--- config.mk ---
export PLATFORM = sky130hd
export DESIGN_NAME = compact_field_encoder
export DESIGN_NICKNAME = d
export VERILOG_FILES = /design/src/hw/rtl/cfe_pkg.sv /design/src/hw/rtl/cfe_ctrl.sv /design/src/hw/rtl/cfe_datapath.sv /design/src/hw/rtl/compact_field_encoder.sv
export SDC_FILE = /design/constraint.sdc
export NUM_CORES = 1
export LEC_CHECK = 0
export ABC_CLOCK_PERIOD_IN_PS = 5100
export BUFFER_PORTS_ARGS = -buffer_cell sky130_fd_sc_hd__buf_2
export CAP_MARGIN = 20
export CELL_PAD_IN_SITES_DETAIL_PLACEMENT = 1
export CELL_PAD_IN_SITES_GLOBAL_PLACEMENT = 1
export CORE_UTILIZATION = 47
export DETAILED_ROUTE_END_ITERATION = 6
export GPL_TIMING_DRIVEN = 0
export PLACE_DENSITY = 0.91
export SKIP_LAST_GASP = 1
export SLEW_MARGIN = 10
export SYNTH_ARGS = -nofsm -noshare
export SYNTH_HDL_FRONTEND = slang
export SYNTH_HIERARCHICAL = 1
export SYNTH_SLANG_ARGS = --single-unit
--- constraint.sdc ---
create_clock -name clk -period 5.1 [get_ports clk]
set_input_delay 0.51 -clock clk [delete_from_list [all_inputs] [get_ports clk]]
set_output_delay 0.51 -clock clk [all_outputs]
set_load 0.005 [all_outputs]
--- src/hw/rtl/cfe_pkg.sv ---
package cfe_pkg;

  // command codes carried in the mode field
  typedef enum logic [2:0] {
    MODE_BOOL   = 3'd0,
    MODE_I32    = 3'd1,
    MODE_I64    = 3'd2,
    MODE_STR    = 3'd3,
    MODE_BYTE   = 3'd4,
    MODE_STRUCT = 3'd5,
    MODE_STOP   = 3'd6,
    MODE_LIST   = 3'd7
  } mode_t;

  // compact type codes
  localparam logic [3:0] TYPE_STOP       = 4'd0;
  localparam logic [3:0] TYPE_BOOL_TRUE  = 4'd1;
  localparam logic [3:0] TYPE_BOOL_FALSE = 4'd2;
  localparam logic [3:0] TYPE_I32        = 4'd5;
  localparam logic [3:0] TYPE_I64        = 4'd6;
  localparam logic [3:0] TYPE_BINARY     = 4'd8;
  localparam logic [3:0] TYPE_LIST       = 4'd9;
  localparam logic [3:0] TYPE_STRUCT     = 4'd12;

  localparam logic [3:0]  LIST_LONG_NIB = 4'hF;
  localparam logic [31:0] LIST_SHORT_MAX = 32'd15;

  typedef enum logic [2:0] {
    ST_IDLE,
    ST_HEAD,
    ST_IDV,
    ST_LIST,
    ST_BVAR
  } state_t;

  // source of the emitted byte
  typedef enum logic [1:0] {
    SEL_HEAD,
    SEL_VAR,
    SEL_LIST
  } sel_t;

  // varint shifter operation
  typedef enum logic [1:0] {
    VAR_HOLD,
    VAR_ID,
    VAR_BODY,
    VAR_SHIFT
  } var_op_t;

  typedef struct packed {
    logic    capture;
    logic    emit;
    sel_t    sel;
    logic    last;
    var_op_t var_op;
  } cmd_t;

  typedef struct packed {
    mode_t mode;
    logic  hdr_short;
    logic  list_short;
    logic  var_more;
    logic  out_free;
  } sts_t;

endpackage

--- src/hw/rtl/cfe_ctrl.sv ---
module cfe_ctrl (
  input  logic          clk,
  input  logic          rst_n,
  input  logic          in_valid,
  output logic          in_ready,
  input  cfe_pkg::sts_t sts,
  output cfe_pkg::cmd_t cmd
);
  import cfe_pkg::*;

  state_t state_r;
  state_t state_nxt;
  logic   has_body;
  logic   hdr_only;

  assign has_body = (sts.mode == MODE_I32) || (sts.mode == MODE_I64) || (sts.mode == MODE_STR);
  assign hdr_only = (sts.mode == MODE_BOOL) || (sts.mode == MODE_STRUCT);

  // state register
  always_ff @(posedge clk) begin
    if (!rst_n) begin
      state_r <= ST_IDLE;
    end else begin
      state_r <= state_nxt;
    end
  end

  // next state
  always_comb begin
    state_nxt = state_r;
    case (state_r)
      ST_IDLE: begin
        if (in_valid) begin
          state_nxt = ST_HEAD;
        end
      end
      ST_HEAD: begin
        if (sts.out_free) begin
          if ((sts.mode == MODE_BYTE) || (sts.mode == MODE_STOP)) begin
            state_nxt = ST_IDLE;
          end else if (!sts.hdr_short) begin
            state_nxt = ST_IDV;
          end else if (hdr_only) begin
            state_nxt = ST_IDLE;
          end else if (has_body) begin
            state_nxt = ST_BVAR;
          end else begin
            state_nxt = ST_LIST;
          end
        end
      end
      ST_IDV: begin
        if (sts.out_free && !sts.var_more) begin
          if (hdr_only) begin
            state_nxt = ST_IDLE;
          end else if (has_body) begin
            state_nxt = ST_BVAR;
          end else begin
            state_nxt = ST_LIST;
          end
        end
      end
      ST_LIST: begin
        if (sts.out_free) begin
          state_nxt = sts.list_short ? ST_IDLE : ST_BVAR;
        end
      end
      ST_BVAR: begin
        if (sts.out_free && !sts.var_more) begin
          state_nxt = ST_IDLE;
        end
      end
      default: state_nxt = ST_IDLE;
    endcase
  end

  // command outputs
  always_comb begin
    in_ready    = 1'b0;
    cmd.capture = 1'b0;
    cmd.emit    = 1'b0;
    cmd.sel     = SEL_HEAD;
    cmd.last    = 1'b0;
    cmd.var_op  = VAR_HOLD;
    case (state_r)
      ST_IDLE: begin
        // no transaction is taken while reset is held
        in_ready    = rst_n;
        cmd.capture = in_valid && rst_n;
      end
      ST_HEAD: begin
        cmd.emit = sts.out_free;
        cmd.sel  = SEL_HEAD;
        if ((sts.mode == MODE_BYTE) || (sts.mode == MODE_STOP)) begin
          cmd.last = 1'b1;
        end else if (!sts.hdr_short) begin
          cmd.var_op = sts.out_free ? VAR_ID : VAR_HOLD;
        end else if (hdr_only) begin
          cmd.last = 1'b1;
        end else if (has_body) begin
          cmd.var_op = sts.out_free ? VAR_BODY : VAR_HOLD;
        end
      end
      ST_IDV: begin
        cmd.emit = sts.out_free;
        cmd.sel  = SEL_VAR;
        if (sts.var_more) begin
          cmd.var_op = sts.out_free ? VAR_SHIFT : VAR_HOLD;
        end else if (hdr_only) begin
          cmd.last = 1'b1;
        end else if (has_body) begin
          cmd.var_op = sts.out_free ? VAR_BODY : VAR_HOLD;
        end
      end
      ST_LIST: begin
        cmd.emit = sts.out_free;
        cmd.sel  = SEL_LIST;
        if (sts.list_short) begin
          cmd.last = 1'b1;
        end else begin
          cmd.var_op = sts.out_free ? VAR_BODY : VAR_HOLD;
        end
      end
      ST_BVAR: begin
        cmd.emit = sts.out_free;
        cmd.sel  = SEL_VAR;
        if (sts.var_more) begin
          cmd.var_op = sts.out_free ? VAR_SHIFT : VAR_HOLD;
        end else begin
          cmd.last = 1'b1;
        end
      end
      default: begin
        in_ready = 1'b0;
      end
    endcase
  end

endmodule

--- src/hw/rtl/cfe_datapath.sv ---
module cfe_datapath (
  input  logic                clk,
  input  logic                rst_n,
  input  logic         [2:0]  in_mode,
  input  logic signed  [15:0] in_field_id,
  input  logic signed  [15:0] in_last_id,
  input  logic signed  [63:0] in_value,
  input  logic         [3:0]  in_elem_type,
  input  cfe_pkg::cmd_t       cmd,
  output cfe_pkg::sts_t       sts,
  output logic                out_valid,
  input  logic                out_ready,
  output logic         [7:0]  out_byte,
  output logic                out_last_byte
);
  import cfe_pkg::*;

  mode_t       mode_r;
  logic        hdr_short_r;
  logic        list_short_r;
  logic [7:0]  head_r;
  logic [7:0]  list_byte_r;
  logic [16:0] id_zz_r;
  logic [63:0] body_r;
  logic [63:0] var_r;
  logic [63:0] var_nxt;
  logic        out_valid_r;
  logic [7:0]  out_byte_r;
  logic        out_last_r;

  mode_t       cap_mode;
  logic [16:0] delta;
  logic        cap_short;
  logic [3:0]  cap_type;
  logic [7:0]  cap_head;
  logic [63:0] cap_body;
  logic        cap_list_short;
  logic        var_more;
  logic [7:0]  var_byte;
  logic [7:0]  emit_byte;

  // decode of the incoming transaction
  always_comb begin
    cap_mode       = mode_t'(in_mode);
    delta          = {in_field_id[15], in_field_id} - {in_last_id[15], in_last_id};
    cap_short      = !delta[16] && (delta != 17'd0) && (delta[15:4] == 12'd0);
    cap_list_short = in_value[31:0] < LIST_SHORT_MAX;
    case (cap_mode)
      MODE_BOOL:   cap_type = in_value[0] ? TYPE_BOOL_TRUE : TYPE_BOOL_FALSE;
      MODE_I32:    cap_type = TYPE_I32;
      MODE_I64:    cap_type = TYPE_I64;
      MODE_STR:    cap_type = TYPE_BINARY;
      MODE_STRUCT: cap_type = TYPE_STRUCT;
      MODE_LIST:   cap_type = TYPE_LIST;
      default:     cap_type = TYPE_STOP;
    endcase
    case (cap_mode)
      MODE_BYTE: cap_head = in_value[7:0];
      MODE_STOP: cap_head = {4'd0, TYPE_STOP};
      default:   cap_head = cap_short ? {delta[3:0], cap_type} : {4'd0, cap_type};
    endcase
    case (cap_mode)
      MODE_I32: cap_body = {32'd0, {in_value[30:0], 1'b0} ^ {32{in_value[31]}}};
      MODE_I64: cap_body = {in_value[62:0], 1'b0} ^ {64{in_value[63]}};
      default:  cap_body = {32'd0, in_value[31:0]};
    endcase
  end

  // per-transaction registers
  always_ff @(posedge clk) begin
    if (cmd.capture) begin
      mode_r       <= cap_mode;
      hdr_short_r  <= cap_short;
      list_short_r <= cap_list_short;
      head_r       <= cap_head;
      list_byte_r  <= cap_list_short ? {in_value[3:0], in_elem_type}
                                     : {LIST_LONG_NIB, in_elem_type};
      id_zz_r      <= {in_field_id, 1'b0} ^ {17{in_field_id[15]}};
      body_r       <= cap_body;
    end
  end

  // varint shifter, seven bits per byte
  assign var_more = (var_r[63:7] != 57'd0);
  assign var_byte = {var_more, var_r[6:0]};

  always_comb begin
    case (cmd.var_op)
      VAR_ID:    var_nxt = {47'd0, id_zz_r};
      VAR_BODY:  var_nxt = body_r;
      VAR_SHIFT: var_nxt = {7'd0, var_r[63:7]};
      default:   var_nxt = var_r;
    endcase
  end

  always_ff @(posedge clk) begin
    var_r <= var_nxt;
  end

  // byte select
  always_comb begin
    case (cmd.sel)
      SEL_VAR:  emit_byte = var_byte;
      SEL_LIST: emit_byte = list_byte_r;
      default:  emit_byte = head_r;
    endcase
  end

  // output register
  always_ff @(posedge clk) begin
    if (!rst_n) begin
      out_valid_r <= 1'b0;
    end else if (cmd.emit) begin
      out_valid_r <= 1'b1;
    end else if (out_ready) begin
      out_valid_r <= 1'b0;
    end
  end

  always_ff @(posedge clk) begin
    if (cmd.emit) begin
      out_byte_r <= emit_byte;
      out_last_r <= cmd.last;
    end
  end

  assign out_valid     = out_valid_r;
  assign out_byte      = out_byte_r;
  assign out_last_byte = out_last_r;

  // status to the controller
  assign sts.mode       = mode_r;
  assign sts.hdr_short  = hdr_short_r;
  assign sts.list_short = list_short_r;
  assign sts.var_more   = var_more;
  assign sts.out_free   = !out_valid_r || out_ready;

endmodule

--- src/hw/rtl/compact_field_encoder.sv ---
// compact field encoder
// turns one field-level command per input transaction into compact-protocol
// bytes, one output transaction per byte, out_last_byte set on the final one.
// input channel: in_valid/in_ready with in_mode, in_field_id, in_last_id,
// in_value and in_elem_type; a command is taken only while the block is idle.
// output channel: out_valid/out_ready with out_byte and out_last_byte, held
// in an output register.
// the first byte is loaded from the head state into the output register.
// throughput: one byte per cycle while the receiver is ready; a command that
// yields n bytes (1 to 14) holds the block until its last byte is emitted;
// all come from the single byte-wide emit path and seven-bit varint shifter.
// a stalled receiver holds the current byte in the output register and the
// sequencer waits; nothing is dropped or repeated.
// reset (rst_n low, synchronous) returns the sequencer to idle and clears
// out_valid; no command is in progress afterwards.
module compact_field_encoder (
  input  logic               clk,
  input  logic               rst_n,
  input  logic               in_valid,
  output logic               in_ready,
  input  logic        [2:0]  in_mode,
  input  logic signed [15:0] in_field_id,
  input  logic signed [15:0] in_last_id,
  input  logic signed [63:0] in_value,
  input  logic        [3:0]  in_elem_type,
  output logic               out_valid,
  input  logic               out_ready,
  output logic        [7:0]  out_byte,
  output logic               out_last_byte
);
  import cfe_pkg::*;

  cmd_t cmd;
  sts_t sts;

  // sequencer
  cfe_ctrl u_ctrl (
    .clk      (clk),
    .rst_n    (rst_n),
    .in_valid (in_valid),
    .in_ready (in_ready),
    .sts      (sts),
    .cmd      (cmd)
  );

  // byte datapath
  cfe_datapath u_datapath (
    .clk           (clk),
    .rst_n         (rst_n),
    .in_mode       (in_mode),
    .in_field_id   (in_field_id),
    .in_last_id    (in_last_id),
    .in_value      (in_value),
    .in_elem_type  (in_elem_type),
    .cmd           (cmd),
    .sts           (sts),
    .out_valid     (out_valid),
    .out_ready     (out_ready),
    .out_byte      (out_byte),
    .out_last_byte (out_last_byte)
  );

endmodule
# Word-level counts from Yosys, hierarchy flattened
# Index checks and enable logic that the tools add are counted.
# classes
add_sub_neg	1
order_cmp	1
n_eq_ne	27
n_mux	39
bitwise_logic	3
reduce_logical	21
# op_table
op	count
$pmux W64 S3	1
$pmux W64 S2	1
$xor A64 B64 Y64	1
$reduce_bool A57 Y1	1
$lt A32 B4 Y1 const B	1
$pmux W8 S2	2
$xor A32 B32 Y32	1
$mux W3	10
$eq A3 B3 Y1 const B	8
$pmux W4 S6	1
$pmux W6 S4	1
$mux W2	10
$eq A3 B2 Y1 const B	6
$reduce_bool A17 Y1	1
$sub A16 B16 Y17	1
$xor A17 B17 Y17	1
$pmux W3 S5	1
$logic_not A12 Y1	1
$mux W1	11
$eq A3 B1 Y1 const B	3
$logic_not A3 Y1	3
$mux W8	1
$ne A2 B1 Y1 const B	4
$eq A2 B2 Y1 const B	3
8 further kinds	18
# word_totals
register_bits	179
inputBits	107
out_inout_bits	11
wordCells	105

# Depth between registers and ports, before layout
# logic_depth
ltp_word	10
mapped_depth	12
ltp_nobuf	10

# Hierarchy
# The synthesis kept the hierarchy.
# by_module_without_submodules
mod	n_inst	cells_each	area_each_um2	seq_area_each_um2
cfe_datapath	1	767	9157.5	5245.0
cfe_ctrl	1	65	469.2	60.1

# Least setup slack after synthesis
# No wires, ideal clock.
# synth_timing
path_kind	register -> register
startpoint	register u_ctrl.state_r[0]
endpoint	register u_datapath.body_r[0] (enable)
setup_ns	0.471
t_arrival_ns	3.135
required_ns	4.629
setup_slack_ns	1.494
path_stages_with_launch	5
n_path_buf	1
period_less_slack_ns	3.606
cell_sequence	dfxtp_1 -> buf_4 -> nor2_1 -> and3_1 -> and2_1
# synth_rtl
item	line	source
start, declared	cfe_ctrl.sv:11	state_t state_r;
start signal, assigned	cfe_ctrl.sv:24	state_r <= state_nxt;
end signal, assigned	cfe_datapath.sv:79	body_r <= cap_body;
end, declared	cfe_datapath.sv:24	logic [63:0] body_r;

==> results.py <==
metrics = {
    "clock_tree": {
        "cts-htree-levels": 4,
        "cts_buffers": 17,
        "clock_path_buffers": 2,
        "cts_tree": "yes",
        "cts-root-buf": "clkbuf_16",
        "post-cts-setup-buffer-count": 0,
        "path_clk_slew_ns": 0.07,
        "cts_resized": 0,
        "numClockSinks": 178,
        "cts_hold_buf": 0,
        "insertion_delay_ns": 0.44,
    },
    "cells_and_area": {
        "fin_nets": 1096,
        "syn_to_final_growth_pct": 16.3,
        "drive_above_1_share": 0.191,
        "fin_util": 0.566,
    },
    "route": {
        "drt-initial-drc-count": 640,
        "antenna_left": 0,
        "routed_via_density": 6.02,
        "dr.pass1.iters": 6,
        "wl_per_cell_um": 23.9,
        "routed_wl_um": 29800,
        "vias": 7518,
        "drc_errors": 0,
    },
    "floorplan": {
        "fp.dieArea_um2": 21100,
        "io_pins": 118,
        "die_w_um": 145,
        "rows": 51,
        "die_h_um": 145,
        "core_area_um2": 19800,
        "initial_core_util": 0.487,
    },
    "sta": {
        "worstMarginPinSlew_ns": 0.870,
        "maxSlewHeadroom": 0.420,
        "min_period_over_period": 0.783,
        "max_clock_freq_mhz": 250,
        "holdWs_ns": 0.257,
        "hold_viol_final": 0,
        "setup_violations": 0,
        "tns_ns": 0,
        "period_minus_slack_ns": 3.99,
        "drv_slew": 0,
        "layout_setup_ws_ns": 1.11,
        "rsz0062_at_grt": "no",
        "final.setup_skew_ns": 0.00847,
    },
    "setup_path": {
        "r2r-start": "u_datapath/var_r[12]",
        "path_class": "reg2reg",
        "worstPathArrival_ns": 4.16,
        "required_ns": 5.27,
        "cp_max_fo": 49,
        "endpoint_kind": "flop",
        "startpoint": "u_datapath/var_r[12]",
        "worstSetupStartpointType": "flop",
    },
    "placement": {
        "finalWeightedCongestion": 0.897,
        "dp_slack_ns": 1.18,
        "dp_hpwl_um": 21700,
        "port_buffers": 116,
    },
    "pwr": {
        "cellPowerDensity_nw_per_um2": 383,
        "seq_power_share": 0.466,
        "p_sw_mw": 1.31,
        "p_clk_frac": 0.315,
        "internal-power_mw": 2.97,
        "p_leak_nw": 4.02,
        "p_total_mw": 4.29,
        "combPwrFrac": 0.219,
        "p_sw_frac": 0.307,
        "peakVddDrop_uv": 171,
    },
    "synth": {
        "yosys_warnings": 6,
        "synth_edf_count": 174,
        "synthesis.nets": 959,
        "synth_cell_types": 65,
        "syn_area_per_cell_um2": 11.6,
        "seq_area_frac_synth": 0.551,
        "synth_area_um2": 9630,
        "synth-async-reset-ratio": 0,
        "synth_ff_type": "edfxtp_1",
        "syn_inst": 832,
        "synth_seq_cells": 178,
    },
    "global_route": {
        "grt_max_degree": 59,
        "grt_pass1_wl_um": 46000,
        "met3_usage": 0.0547,
        "met1_usage": 0.359,
        "gr-max-usage-layer": "met2",
        "grt_util_met2": 0.486,
        "grt_usage": 0.288,
        "antenna_found_initial": 1,
        "gr-total-overflow": 0,
        "grt_pass1_vias": 8111,
    },
    "min_path": {
        "worstHoldStart": "in_elem_type[0]",
        "min_path_type": "in2reg",
    },
    "run_status": {
        "outcome": "completed",
    },
    "run": {
        "cap_violations": 0,
    },
}
## power by group through the flow
stage / combinational [mW] / sequential [mW] / clock, mW
after global routing: 1.00 / 2.01 / 1.41
after detailed placement: 0.917 / 2.02 / 0
after floorplan: 0.601 / 1.98 / 0
after global placement: 0.826 / 2.02 / 0
after CTS: 0.929 / 1.99 / 1.36
final: 0.937 / 2.00 / 1.35
## cell type report
| type | count | area [um2] |
|---|---|---|
| Antenna cell | 1 | 2.50 |
| Buffer | 53 | 265 |
| Clock buffer | 17 | 425 |
| Clock inverter | 15 | 170 |
| Fill cell | 2127 | 8580 |
| Inverter | 32 | 120 |
| Multi-Input combinational cell | 569 | 3940 |
| Sequential cell | 178 | 5310 |
| Tap cell | 265 | 332 |
| Timing Repair Buffer | 118 | 636 |
## placed cells by master, fill, tap and decap left out, types with 8 or more instances in the layout
master | netlist | final
edfxtp_1 | 174 | 174
buf_2 | 3 | 119
nor2_1 | 107 | 107
mux2i_1 | 60 | 60
nor2b_1 | 46 | 46
xnor2_1 | 39 | 39
a21oi_1 | 38 | 38
inv_1 | 32 | 32
a221o_1 | 30 | 30
nand2_1 | 29 | 29
clkbuf_1 | 26 | 26
o21ai_0 | 21 | 21
ha_1 | 19 | 19
xor2_1 | 18 | 18
nor4_1 | 18 | 18
clkbuf_16 | 0 | 17
buf_1 | 13 | 13
and2_1 | 12 | 11
nor3_1 | 10 | 10
a22oi_1 | 10 | 10
nand3_1 | 10 | 10
nand4_1 | 9 | 9
nand2b_1 | 8 | 8
## cell usage after synthesis (3+ instances only)
cell type    n  area (um2)
a211o_1      4        35.0
a211oi_1     5        37.5
a21o_1       5        37.5
a21oi_1     38         190
a21oi_2      4        35.0
a221o_1     30         300
a22oi_1     10        75.1
and2_1      12        75.1
and3_1       3        18.8
buf_1       13        48.8
buf_2        3        15.0
buf_4        6        45.0
buf_6        4        45.0
clkbuf_1    26        97.6
dfxtp_1      4        80.1
edfxtp_1   174        5230
ha_1        19         238
inv_1       32         120
mux2i_1     60         601
nand2_1     29         109
nand2b_1     8        50.1
nand3_1     10        50.1
nand3b_1     3        22.5
nand4_1      9        56.3
nor2_1     107         402
nor2b_1     46         288
nor3_1      10        50.1
nor4_1      18         113
o211ai_1     6        45.0
o21a_1       5        37.5
o21ai_0     21         105
o21ai_2      5        43.8
o22a_1       3        26.3
or3_1        5        31.3
xnor2_1     39         342
xor2_1      18         158
## per-layer routing
| layer | up-vias | share of wire |
|---|---|---|
| li1 | 3347 | - |
| met1 | 3724 | 0.40 |
| met2 | 368 | 0.50 |
| met3 | 79 | 0.068 |
| met4 | 0 | 0.034 |
| met5 | - | 0 |
## cells by family after synthesis
group	after synthesis	share of synthesized area
simple gates	272	0.142
flops	178	0.551
compound gates	160	0.126
buf+inv	85	0.0400
mux	60	0.0624
xor+xnor	57	0.0519
fa+ha+maj	20	0.0268
## sequential cells by signal (all words and copies together), names as in the netlist
| name | cells |
|---|---|
| u_datapath/out_last_byte | 1 |
| u_datapath/mode_r | 3 |
| u_datapath/list_byte_r | 8 |
| u_datapath/out_valid | 1 |
| u_datapath/head_r | 8 |
| u_datapath/id_zz_r | 16 |
| u_ctrl/state_r | 3 |
| u_datapath/body_r | 64 |
| u_datapath/hdr_short_r | 1 |
| u_datapath/var_r | 64 |
| u_datapath/out_byte | 8 |
| u_datapath/list_short_r | 1 |
## stage by stage
step | instances | cell area (um2)
CTS | 1247 | 11200
global route | 1247 | 11200
detailed placement | 1215 | 10600
floorplan | 832 | 9630
finish | 1248 | 11200
global placement | 1213 | 10500
## final timing paths
| check | end | slack [ns] | depth (start not counted) |
|---|---|---|---|
| worst max-delay path | u_datapath/var_r[40] | 1.11 | 11 |
| worst min-delay path | u_datapath/list_byte_r[0] | 0.26 | 1 |
| worst max register to register | u_datapath/var_r[40] | 1.11 | 11 |
| worst min register to register | u_datapath/var_r[59] | 0.53 | 1 |
## critical path, cell delays in order (launching register included)
cell	delay (ns)
edfxtp_1	0.43
nor4_1	0.50
nand4_1	0.16
or4_1	0.65
buf_4	0.21
o2bb2ai_1	0.12
and2_1	0.16
clkbuf_1	0.16
buf_2	0.25
buf_1	0.34
or2_4	0.45
buf_16	0.26
Note: power is estimated with default switching activity, not from simulation.
